File: config.mk
export PLATFORM = sky130hd
export DESIGN_NAME = edf_task_scheduler
export DESIGN_NICKNAME = d
export VERILOG_FILES = /design/src/rtl/edfs_pkg.sv /design/src/rtl/edfs_ram.sv /design/src/rtl/edfs_ctrl.sv /design/src/rtl/edf_task_scheduler.sv
export SDC_FILE = /design/constraint.sdc
export NUM_CORES = 2
export LEC_CHECK = 0
export BUFFER_PORTS_ARGS = -buffer_cell sky130_fd_sc_hd__buf_2
export CORE_AREA = 2 2 374 376
export CTS_BUF_LIST = sky130_fd_sc_hd__clkbuf_4 sky130_fd_sc_hd__clkbuf_8 sky130_fd_sc_hd__clkbuf_16
export DETAILED_ROUTE_END_ITERATION = 8
export DIE_AREA = 0 0 376 378
export GPL_ROUTABILITY_DRIVEN = 0
export GPL_TIMING_DRIVEN = 0
export SLEW_MARGIN = 20
export SYNTH_ARGS = -nofsm -noshare
export SYNTH_HDL_FRONTEND = slang
export SYNTH_SLANG_ARGS = --single-unit
File: constraint.sdc
create_clock -name i_clk -period 20.8 [get_ports i_clk]
set_input_delay 4.16 -clock i_clk [delete_from_list [all_inputs] [get_ports i_clk]]
set_output_delay 4.16 -clock i_clk [all_outputs]
set_load 0.005 [all_outputs]
File: src/rtl/edfs_pkg.sv
`default_nettype none

package edfs_pkg;

    localparam int MAX_TASKS = 8;
    localparam int TASK_AW   = (MAX_TASKS > 1) ? $clog2(MAX_TASKS) : 1;
    localparam int TASK_CW   = $clog2(MAX_TASKS + 1);

    localparam int CFG_IDX_W  = 1;
    localparam int CFG_DATA_W = 32;

    localparam logic [CFG_IDX_W-1:0] CFG_TASK_COUNT = 1'd0;
    localparam logic [CFG_IDX_W-1:0] CFG_TIME_LIMIT = 1'd1;

    localparam logic [3:0]  TASK_COUNT_RST = 4'd1;
    localparam logic [31:0] TIME_LIMIT_RST = 32'd20;

    localparam logic CMD_LOAD = 1'b0;
    localparam logic CMD_STEP = 1'b1;

    typedef struct packed {
        logic        cmd;
        logic [2:0]  task_index;
        logic [15:0] task_burst;
        logic [15:0] task_deadline;
        logic [15:0] task_period;
    } t_in;

    typedef struct packed {
        logic [2:0]  chosen_task;
        logic        ran;
        logic [31:0] clock_now;
        logic [31:0] chosen_new_deadline;
        logic [15:0] chosen_runs;
        logic        finished;
    } t_out;

    typedef struct packed {
        logic [3:0]  task_count;
        logic [31:0] time_limit;
    } t_cfg;

    typedef struct packed {
        logic [15:0] burst;
        logic [15:0] period;
        logic [31:0] deadline;
        logic [31:0] mark;
        logic [15:0] runs;
    } t_entry;

    typedef struct packed {
        logic               we;
        logic [TASK_AW-1:0] addr;
        t_entry             data;
    } t_ram_wr;

    typedef struct packed {
        logic               re;
        logic [TASK_AW-1:0] addr;
    } t_ram_rd;

    function automatic logic [31:0] sat_add32(logic [31:0] a, logic [31:0] b);
        logic [32:0] s;
        s = {1'b0, a} + {1'b0, b};
        return s[32] ? 32'hFFFF_FFFF : s[31:0];
    endfunction

endpackage

`default_nettype wire

File: src/rtl/edfs_ram.sv
`default_nettype none

module edfs_ram #(
    parameter int WIDTH = 8,
    parameter int DEPTH = 8
) (
    input  wire logic                                    i_clk,
    input  wire logic                                    i_we,
    input  wire logic [((DEPTH > 1) ? $clog2(DEPTH) : 1)-1:0] i_waddr,
    input  wire logic [WIDTH-1:0]                        i_wdata,
    input  wire logic                                    i_re,
    input  wire logic [((DEPTH > 1) ? $clog2(DEPTH) : 1)-1:0] i_raddr,
    output logic      [WIDTH-1:0]                        o_rdata
);

    logic [WIDTH-1:0] r_mem [DEPTH];
    logic [WIDTH-1:0] r_rdata;

    always_ff @(posedge i_clk) begin
        if (i_we) begin
            r_mem[i_waddr] <= i_wdata;
        end
        if (i_re) begin
            r_rdata <= r_mem[i_raddr];
        end
    end

    assign o_rdata = r_rdata;

endmodule

`default_nettype wire

File: src/rtl/edfs_ctrl.sv
`default_nettype none

module edfs_ctrl (
    input  wire logic              i_clk,
    input  wire logic              i_rst_n,
    input  wire logic              i_in_valid,
    output logic                   o_in_ready,
    input  wire edfs_pkg::t_in     i_in_data,
    input  wire edfs_pkg::t_cfg    i_cfg,
    output logic                   o_res_valid,
    input  wire logic              i_res_take,
    output edfs_pkg::t_out         o_res,
    output edfs_pkg::t_ram_wr      o_ram_wr,
    output edfs_pkg::t_ram_rd      o_ram_rd,
    input  wire edfs_pkg::t_entry  i_ram_rdata
);

    typedef enum logic [3:0] {
        ST_IDLE   = 4'b0001,
        ST_SCAN   = 4'b0010,
        ST_UPDATE = 4'b0100,
        ST_EMIT   = 4'b1000
    } t_state;

    t_state                         r_state, n_state;
    logic [31:0]                    r_clock, n_clock;
    logic [edfs_pkg::TASK_CW-1:0]   r_next, n_next;
    logic [edfs_pkg::TASK_CW-1:0]   r_n, n_n;
    logic [edfs_pkg::TASK_AW-1:0]   r_rd_idx, n_rd_idx;
    logic [edfs_pkg::TASK_AW-1:0]   r_best_idx, n_best_idx;
    edfs_pkg::t_entry               r_best, n_best;
    edfs_pkg::t_out                 r_res, n_res;

    logic                           accept;
    logic                           idx_ok;
    logic [edfs_pkg::TASK_CW-1:0]   n_sel;
    logic                           better;
    logic                           eligible;
    logic [31:0]                    clk_sum;
    logic [31:0]                    dl_sum;
    logic [31:0]                    mark_sum;
    logic [15:0]                    runs_inc;
    logic [31:0]                    upd_clock;
    logic [31:0]                    load_clock;

    assign accept = i_in_valid && (r_state == ST_IDLE);
    assign idx_ok = (32'(i_in_data.task_index) < 32'(edfs_pkg::MAX_TASKS));

    // clamp the entry count to the table, and treat zero as one entry
    always_comb begin
        if (32'(i_cfg.task_count) > 32'(edfs_pkg::MAX_TASKS)) begin
            n_sel = edfs_pkg::TASK_CW'(edfs_pkg::MAX_TASKS);
        end else if (i_cfg.task_count == 4'd0) begin
            n_sel = edfs_pkg::TASK_CW'(1);
        end else begin
            n_sel = edfs_pkg::TASK_CW'(i_cfg.task_count);
        end
    end

    // tie goes to the later entry
    assign better = (r_rd_idx == '0) || (i_ram_rdata.deadline <= r_best.deadline);

    assign eligible  = (r_best.mark >= r_clock);
    assign clk_sum   = edfs_pkg::sat_add32(r_clock, 32'(r_best.burst));
    assign dl_sum    = edfs_pkg::sat_add32(r_best.deadline, 32'(r_best.period));
    assign mark_sum  = edfs_pkg::sat_add32(r_best.mark, 32'(r_best.period));
    assign runs_inc  = (r_best.runs == 16'hFFFF) ? r_best.runs : r_best.runs + 16'd1;
    assign upd_clock = eligible ? clk_sum : r_clock;
    assign load_clock = idx_ok ? 32'd0 : r_clock;

    always_comb begin
        n_state    = r_state;
        n_clock    = r_clock;
        n_next     = r_next;
        n_n        = r_n;
        n_rd_idx   = r_rd_idx;
        n_best_idx = r_best_idx;
        n_best     = r_best;
        n_res      = r_res;
        o_ram_wr   = '0;
        o_ram_rd   = '0;

        unique case (r_state)
            ST_IDLE: begin
                if (accept) begin
                    if (i_in_data.cmd == edfs_pkg::CMD_LOAD) begin
                        o_ram_wr.we            = idx_ok;
                        o_ram_wr.addr          = edfs_pkg::TASK_AW'(i_in_data.task_index);
                        o_ram_wr.data.burst    = i_in_data.task_burst;
                        o_ram_wr.data.period   = i_in_data.task_period;
                        o_ram_wr.data.deadline = 32'(i_in_data.task_deadline);
                        o_ram_wr.data.mark     = 32'(i_in_data.task_period);
                        o_ram_wr.data.runs     = 16'd0;
                        n_clock                = load_clock;
                        n_res.chosen_task      = i_in_data.task_index;
                        n_res.ran              = 1'b0;
                        n_res.clock_now        = load_clock;
                        n_res.chosen_new_deadline =
                            idx_ok ? 32'(i_in_data.task_deadline) : 32'd0;
                        n_res.chosen_runs      = 16'd0;
                        n_res.finished         = (load_clock >= i_cfg.time_limit);
                        n_state                = ST_EMIT;
                    end else if (r_clock >= i_cfg.time_limit) begin
                        n_res.chosen_task         = 3'd0;
                        n_res.ran                 = 1'b0;
                        n_res.clock_now           = r_clock;
                        n_res.chosen_new_deadline = 32'd0;
                        n_res.chosen_runs         = 16'd0;
                        n_res.finished            = 1'b1;
                        n_state                   = ST_EMIT;
                    end else begin
                        o_ram_rd.re   = 1'b1;
                        o_ram_rd.addr = '0;
                        n_rd_idx      = '0;
                        n_next        = edfs_pkg::TASK_CW'(1);
                        n_n           = n_sel;
                        n_state       = ST_SCAN;
                    end
                end
            end
            ST_SCAN: begin
                if (better) begin
                    n_best     = i_ram_rdata;
                    n_best_idx = r_rd_idx;
                end
                if (r_next < r_n) begin
                    o_ram_rd.re   = 1'b1;
                    o_ram_rd.addr = r_next[edfs_pkg::TASK_AW-1:0];
                    n_rd_idx      = r_next[edfs_pkg::TASK_AW-1:0];
                    n_next        = r_next + edfs_pkg::TASK_CW'(1);
                end else begin
                    n_state = ST_UPDATE;
                end
            end
            ST_UPDATE: begin
                o_ram_wr.we            = eligible;
                o_ram_wr.addr          = r_best_idx;
                o_ram_wr.data.burst    = r_best.burst;
                o_ram_wr.data.period   = r_best.period;
                o_ram_wr.data.deadline = dl_sum;
                o_ram_wr.data.mark     = mark_sum;
                o_ram_wr.data.runs     = runs_inc;
                n_clock                = upd_clock;
                n_res.chosen_task      = 3'(r_best_idx);
                n_res.ran              = eligible;
                n_res.clock_now        = upd_clock;
                n_res.chosen_new_deadline = eligible ? dl_sum : r_best.deadline;
                n_res.chosen_runs      = eligible ? runs_inc : r_best.runs;
                n_res.finished         = (upd_clock >= i_cfg.time_limit);
                n_state                = ST_EMIT;
            end
            ST_EMIT: begin
                if (i_res_take) begin
                    n_state = ST_IDLE;
                end
            end
            default: begin
                n_state = ST_IDLE;
            end
        endcase
    end

    always_ff @(posedge i_clk) begin
        if (!i_rst_n) begin
            r_state <= ST_IDLE;
            r_clock <= 32'd0;
        end else begin
            r_state <= n_state;
            r_clock <= n_clock;
        end
    end

    always_ff @(posedge i_clk) begin
        r_next     <= n_next;
        r_n        <= n_n;
        r_rd_idx   <= n_rd_idx;
        r_best_idx <= n_best_idx;
        r_best     <= n_best;
        r_res      <= n_res;
    end

    assign o_in_ready  = (r_state == ST_IDLE);
    assign o_res_valid = (r_state == ST_EMIT);
    assign o_res       = r_res;

`ifndef SYNTHESIS
    a_scan_bound: assert property (@(posedge i_clk) disable iff (!i_rst_n)
        (r_state == ST_SCAN) |-> (r_next <= r_n))
        else $error("scan pointer ran past the entry count");

    a_wr_source: assert property (@(posedge i_clk) disable iff (!i_rst_n)
        o_ram_wr.we |-> ((r_state == ST_UPDATE) || (r_state == ST_IDLE && i_in_valid)))
        else $error("table write outside load or update");

    a_upd_after_scan: assert property (@(posedge i_clk) disable iff (!i_rst_n)
        (r_state == ST_UPDATE) |-> ($past(r_state) == ST_SCAN))
        else $error("update entered without a scan");

    a_clock_hold: assert property (@(posedge i_clk) disable iff (!i_rst_n)
        (r_state == ST_SCAN) |=> $stable(r_clock))
        else $error("clock moved during scan");
`endif

endmodule

`default_nettype wire

File: src/rtl/edf_task_scheduler.sv
`default_nettype none

// Earliest-deadline-first scheduler. Each input beat either loads one task
// entry (burst, first deadline, period; clears the scheduler clock) or runs
// one scheduling step, and each produces exactly one output beat. The task
// table sits in a single-port-read synchronous RAM, so a step scans the
// deadlines of the active entries one per cycle, counting a task_count of
// zero as one and anything above eight as eight; a load, or a step after
// the time limit, needs no scan and goes straight to its result. One item is
// in work at a time; the output register lets a new item start while the
// last result still waits to be taken. Entries selected by a step must have
// been loaded first.
module edf_task_scheduler (
    input  wire logic                               i_clk,
    input  wire logic                               i_rst_n,
    input  wire logic                               i_in_valid,
    output logic                                    o_in_stall,
    input  wire edfs_pkg::t_in                      i_in_data,
    output logic                                    o_out_valid,
    input  wire logic                               i_out_stall,
    output edfs_pkg::t_out                          o_out_data,
    input  wire logic                               i_cfg_we,
    input  wire logic [edfs_pkg::CFG_IDX_W-1:0]     i_cfg_index,
    input  wire logic [edfs_pkg::CFG_DATA_W-1:0]    i_cfg_data
);

    edfs_pkg::t_cfg     r_cfg;
    edfs_pkg::t_out     r_out;
    logic               r_out_valid;

    logic               in_ready;
    logic               res_valid;
    logic               out_free;
    edfs_pkg::t_out     res;
    edfs_pkg::t_ram_wr  ram_wr;
    edfs_pkg::t_ram_rd  ram_rd;
    edfs_pkg::t_entry   ram_rdata;

    always_ff @(posedge i_clk) begin
        if (!i_rst_n) begin
            r_cfg.task_count <= edfs_pkg::TASK_COUNT_RST;
            r_cfg.time_limit <= edfs_pkg::TIME_LIMIT_RST;
        end else if (i_cfg_we) begin
            unique case (i_cfg_index)
                edfs_pkg::CFG_TASK_COUNT: r_cfg.task_count <= i_cfg_data[3:0];
                edfs_pkg::CFG_TIME_LIMIT: r_cfg.time_limit <= i_cfg_data[31:0];
                default: begin
                end
            endcase
        end
    end

    assign out_free = !r_out_valid || !i_out_stall;

    // hold the beat until taken, refill as soon as the slot frees
    always_ff @(posedge i_clk) begin
        if (!i_rst_n) begin
            r_out_valid <= 1'b0;
        end else if (res_valid && out_free) begin
            r_out_valid <= 1'b1;
        end else if (!i_out_stall) begin
            r_out_valid <= 1'b0;
        end
    end

    always_ff @(posedge i_clk) begin
        if (res_valid && out_free) begin
            r_out <= res;
        end
    end

    edfs_ctrl u_ctrl (
        .i_clk       (i_clk),
        .i_rst_n     (i_rst_n),
        .i_in_valid  (i_in_valid),
        .o_in_ready  (in_ready),
        .i_in_data   (i_in_data),
        .i_cfg       (r_cfg),
        .o_res_valid (res_valid),
        .i_res_take  (out_free),
        .o_res       (res),
        .o_ram_wr    (ram_wr),
        .o_ram_rd    (ram_rd),
        .i_ram_rdata (ram_rdata)
    );

    edfs_ram #(
        .WIDTH ($bits(edfs_pkg::t_entry)),
        .DEPTH (edfs_pkg::MAX_TASKS)
    ) u_table (
        .i_clk   (i_clk),
        .i_we    (ram_wr.we),
        .i_waddr (ram_wr.addr),
        .i_wdata (ram_wr.data),
        .i_re    (ram_rd.re),
        .i_raddr (ram_rd.addr),
        .o_rdata (ram_rdata)
    );

    assign o_in_stall  = !in_ready;
    assign o_out_valid = r_out_valid;
    assign o_out_data  = r_out;

endmodule

`default_nettype wire

; ---- Word level (Yosys, flattened, before mapping)
; Memories as Yosys holds them, arrays and structs flattened. A register that Yosys moved wholly into a read port is not among the register bits.
; Index checks and enable logic that the tools add are counted.
[totals]
regBits = 369
mem_bits_rw = 896
in_bits = 90
output_inout_bits = 87
wordCells = 119
memories = 1
[mem_list]
columns = name, depth, word_bits, rd, rd_clocked_by_memory_dff, wr, line
row1 = u_table.r_mem, 8, 112, 1, 1, 1, edfs_ram.sv:16  ; logic [WIDTH-1:0] r_mem [DEPTH];
[op_classes]
add_sub_neg = 5
magnitude_cmp = 7
eq_ne = 14
muxes = 43
bitwise_logic = 2
reduce_logical = 20
[op_table]
columns = op, n
row1 = $mux W85, 3
row2 = $mux W116, 2
row3 = $pmux W116 S2, 1
row4 = $mux W32, 7
row5 = $pmux W85 S2, 1
row6 = $add A32 B16 Y33, 3
row7 = $ge A32 B32 Y1, 3
row8 = $pmux W32 S2, 1
row9 = $mux W4, 14
row10 = $ge A1 B32 Y1 const A, 1
row11 = $le A32 B32 Y1, 1
row12 = $mux W16, 2
row13 = $add A16 B1 Y16 const B, 1
row14 = $eq A16 B16 Y1 const B, 1
row15 = $pmux W4 S2, 2
row16 = $pmux W4 S4, 1
row17 = $mux W3, 4
row18 = $reduce_and A3 Y1, 3
row19 = $ne A2 B1 Y1 const B, 4
row20 = $ne A2 B2 Y1 const B, 4
row21 = $pmux W3 S2, 1
row22 = $reduce_and A2 Y1, 3
row23 = $reduce_and A5 Y1, 1
row24 = $add A4 B1 Y4 const B, 1
row25 = other kinds (17), 26

; ---- Longest topological paths before layout
[depth]
word_depth = 6
ltp_mapped = 21
depth_no_buf = 17

; ---- Cells and area by module
; A second synthesis with hierarchy kept.
[hier_totals]
cells_unflattened = 3581
area_unflattened_um2 = 59458.3
[by_module_without_submodules]
columns = module, instances, cells_each, area_each_um2, seq_area_each_um2
row1 = edfs_ram, 1, 1419, 37275.8, 30269.0
row2 = edfs_ctrl, 1, 1906, 18049.8, 7056.8
row3 = edf_task_scheduler, 1, 256, 4132.7, 3293.2

; ---- Worst setup path after synthesis
; No wires, ideal clock.
[synth_timing]
kind = input to register
from = input i_in_data[51] in the netlist's numbering
to = register u_table.r_rdata[0] (netlist: u_table.o_rdata[0]), read port of u_table.r_mem (enable)
t_arrival_ps = 13033
required_time_ps = 20063
setup_slack_ps = 7029
stages = 7
n_path_buf = 1
path_cell_list = clkbuf_1 -> nand2b_1 -> a21oi_1 -> o211ai_1 -> a31o_2 -> or2_2 -> o21ai_0
[synth_via]
elab_chain_len = 3
[synth_rtl]
columns = item, line
row1 = "start, declared", edf_task_scheduler.sv:18  ; input wire edfs_pkg::t_in i_in_data,
row2 = $mux W4, edfs_ctrl.sv:86  ; if (i_in_data.cmd == edfs_pkg::CMD_LOAD) begin
row3 = $mux W4, edfs_ctrl.sv:85  ; if (accept) begin
row4 = $pmux W4 S2, edfs_ctrl.sv:83  ; unique case (r_state)
row5 = via u_table.i_re, edfs_ram.sv:11  ; input wire logic i_re,
row6 = "end, declared", edfs_ram.sv:17  ; logic [WIDTH-1:0] r_rdata;
; The timed path passes the listed nets, and every way through them passes these cells.
; A chain may end at the register's enable or synchronous reset.

; ---- Worst setup path after layout
[layout_timing]
from = input i_in_data[51] in the netlist's numbering
to = memory u_table.r_mem[3][90] in the netlist's numbering (enable)
[layout_via]
elab_chain_len = 5
[layout_rtl]
columns = item, line
row1 = $mux W116 *, edfs_ctrl.sv:86
row2 = $mux W116 *, edfs_ctrl.sv:85
row3 = $pmux W116 S2 *, edfs_ctrl.sv:83
row4 = $mux W1, edfs_ram.sv:20  ; if (i_we) begin
row5 = $mux W1 (implied by the code), edfs_ram.sv:21  ; r_mem[i_waddr] <= i_wdata;
row6 = "end, declared", edfs_ram.sv:16
; Every way passes the cells marked *; elsewhere a longest branch is shown, timed or not.

==> impl_metrics.ini <==
[power_and_ir_drop]
ir_drop_uv = 86.8
p_leak_nw = 25.4
pwr-share-comb_pct = 7.9
clkPwrFrac_pct = 40.5
p_seq_share_pct = 51.6
switchingPower_mw = 1.46
switching_share_pct = 23.5
cell_internal_pwr_mw = 4.76
powerDensity_nw_per_um2 = 87.1

[synthesis]
synth-edff-count = 1304
yosysTopAreaCell = edfxtp_1
synth_area_leaders = edfxtp_1, ha_1, dfxtp_1
yosysSeqAreaShare_pct = 65.7
synth.distinct_cells = 99
synth_top_flop_cell = edfxtp_1
synth_nets = 4951
syn_area_um2 = 61800
ys_seq_elements = 1377
yosys_warnings = 0
synth_cells = 4677
netlist.area_leader.share_pct = 63.4
syn_avg_cell_area_um2 = 13.2
synthArstFlopShare_pct = 0

[setup_path]
r2r_start = u_ctrl.r_clock[21]
ff2ff_path_depth = 17
r2r-end = u_ctrl.o_res[0]
cp.required_ps = 21280
path_cells = clkbuf_1 > nor2_2 > clkbuf_2 > a32oi_1 > nor2_4 > buf_16 > buf_16 > buf_16
max_stage_delay_ps = 760
reg2reg_slack_ps = 14540
cp-end-kind = register
crit_slowest_cell = nor2_2
arrival_ps = 7670
crit_type = input pin to register
cp_common_cell = buf_16
critical_path.startpoint_type = input pin
worstPathMaxFanout = 16

[layout]
multiInputGateArea_um2 = 19200
drive_above_1_share_pct = 13.5
post-route-cell-area_um2 = 71500
fin_cells = 7000
seqCellArea_um2 = 40600
syn_to_final_growth_pct = 15.7
nets = 5355
utilization_pct = 51.6
n_fill_cell = 11800

[timing]
finClkSkew_ps = 44.8
min_period_over_period_pct = 34.5
hold_slack_ps = 403
tns_ps = 0
worst_slew_pin_slew_ps = 1380
min_period_ps = 7180
timing.fmax_mhz = 139
finalHoldViolations = 0
finalSetupViolations = 0
rsz0062_at_grt = no
slew_headroom_pct = 8.00
maxSlewViolCount = 0

[hold_path]
hold_class = register to register
whs_path_depth = 0
hold_start = u_ctrl.o_res[66]
holdPathEnd = o_out_data[66]

[detailed_routing]
vias_per_cell = 6.36
drtIter0Drc = 5959
dr.pass1.iters = 8
finalWirelength_um = 213000
wl_per_cell_um = 30.4
antenna_left = 0
drc = 0
num_vias = 44500

[floorplan]
row_count = 137
start_util_pct = 44.6
io_pins = 177
die_w_um = 376
core_um2 = 139000
die_h_um = 378
fp.dieArea_um2 = 142000

[placement]
dpl.hpwl_um = 156000
placed_cells = 6740
io_buffer_count = 175
place_area_um2 = 66900

[grt]
grt_pass1_vias = 41900
grt_pass1_wl_um = 301000
grt_util_all_layers_pct = 29.6
grt_overflow = 0
antenna_found_initial = 13
grt_max_degree = 43

[clock_tree]
clk_path_buf_depth = 3
clkTransAtPathRegs_ps = 60
cts_resized = 0
cts_tree = yes
cts_hold_buf = 0
cts-root-buf = clkbuf_16
clk_latency_ps = 800
cts_sinks = 1377
numCtsBuffers = 145
h-tree-depth = 4
postCtsSetupRepairBufs = 0

[outcome]
status = finished clean

[run]
cap_viol_max_count = 0
==> sequential cells by signal, indices dropped and copies added (netlist names) <==
name               count
u_table.o_rdata      112
r_cfg                 36
u_ctrl.r_next          4
u_ctrl.r_rd_idx        3
u_ctrl.r_state         4
u_ctrl.r_best        112
u_table.r_mem        896
o_out_valid            1
u_ctrl.r_n             4
u_ctrl.r_best_idx      3
u_ctrl.r_clock        32
u_ctrl.o_res          85
o_out_data            85
==> through the flow <==
stage                     total power [mW]  setup slack, ps
after floorplan                       3.51             7030
after global placement                3.74             -413
after detailed placement              3.75            12980
after CTS                             6.24            13810
after global routing                  6.39            13650
final                                 6.22            13620
==> placed cells by master (no fill, tap or decap), types with 150 or more instances in the layout <==
cell type	Yosys	final
edfxtp_1	1304	1304
nand2_1	381	381
nor2_1	309	300
buf_2	61	239
clkbuf_1	227	223
inv_1	203	203
ha_1	181	181
o21ai_0	176	169
a211oi_1	165	161
clkbuf_16	0	150
==> how the worst max path moves through the flow <==
stage,end,start,depth (start not counted)
floorplan,u_table.o_rdata[0],i_in_data[51],7
global route,u_table.r_mem[3][93],i_in_data[51],8
detailed placement,u_table.r_mem[3][74],i_in_data[51],8
finish,u_table.r_mem[3][90],i_in_data[51],8
CTS,u_table.r_mem[3][93],i_in_data[51],8
global placement,u_table.o_rdata[108],i_in_data[51],7
==> critical path: cells and delay by family <==
kind            cells  cell delay (ps)
simple gates        2             1450
buf+inv             5             1700
compound gates      1              290
==> synthesized netlist by cell type (all sizes together) (53+ instances only) <==
cell	count
inv	204
nand3	53
a31oi	102
ha	181
clkbuf	228
o21ai	212
o41ai	61
nor2	312
o2111a	71
edfxtp	1304
a311o	71
nor3	123
dfxtp	73
nand4	81
a211oi	169
mux2i	108
buf	91
a21oi	147
nand2	382
==> power groups by stage <==
stage	Sequential, mW	Combinational, mW	Clock [mW]
finish	3.21	0.493	2.52
global route	3.22	0.522	2.65
detailed placement	3.27	0.482	0
floorplan	3.26	0.250	0
global placement	3.31	0.431	0
CTS	3.21	0.484	2.55
==> area by class of cell <==
cell class	instances	area share [%]
clock inverter	54	0.567
buffer	319	1.94
timing repair buffer	257	3.77
multi-input combinational	2777	26.8
inverter	204	1.07
tap	1807	3.16
antenna	5	0.0175
sequential	1377	56.8
clock buffer	200	5.82
==> metal layers <==
layer | track usage (%) | wire length (um)
met2 | 44.4 | 93300
met3 | 6.57 | 23300
met4 | 14.5 | 11200
met5 | 0 | 30
met1 | 40.6 | 85100
==> kinds of logic after synthesis <==
kind of cell | count (synthesis) | share of synthesized area, %
adders and majority gates | 184 | 3.76
buffers and inverters | 523 | 3.47
AOI/OAI and AO/OA | 1224 | 14.8
muxes | 153 | 2.57
xor gates and xnor gates | 52 | 0.737
DFF | 1377 | 65.7
and+or+nand+nor | 1164 | 8.89
(Power assumes the default switching activity.)
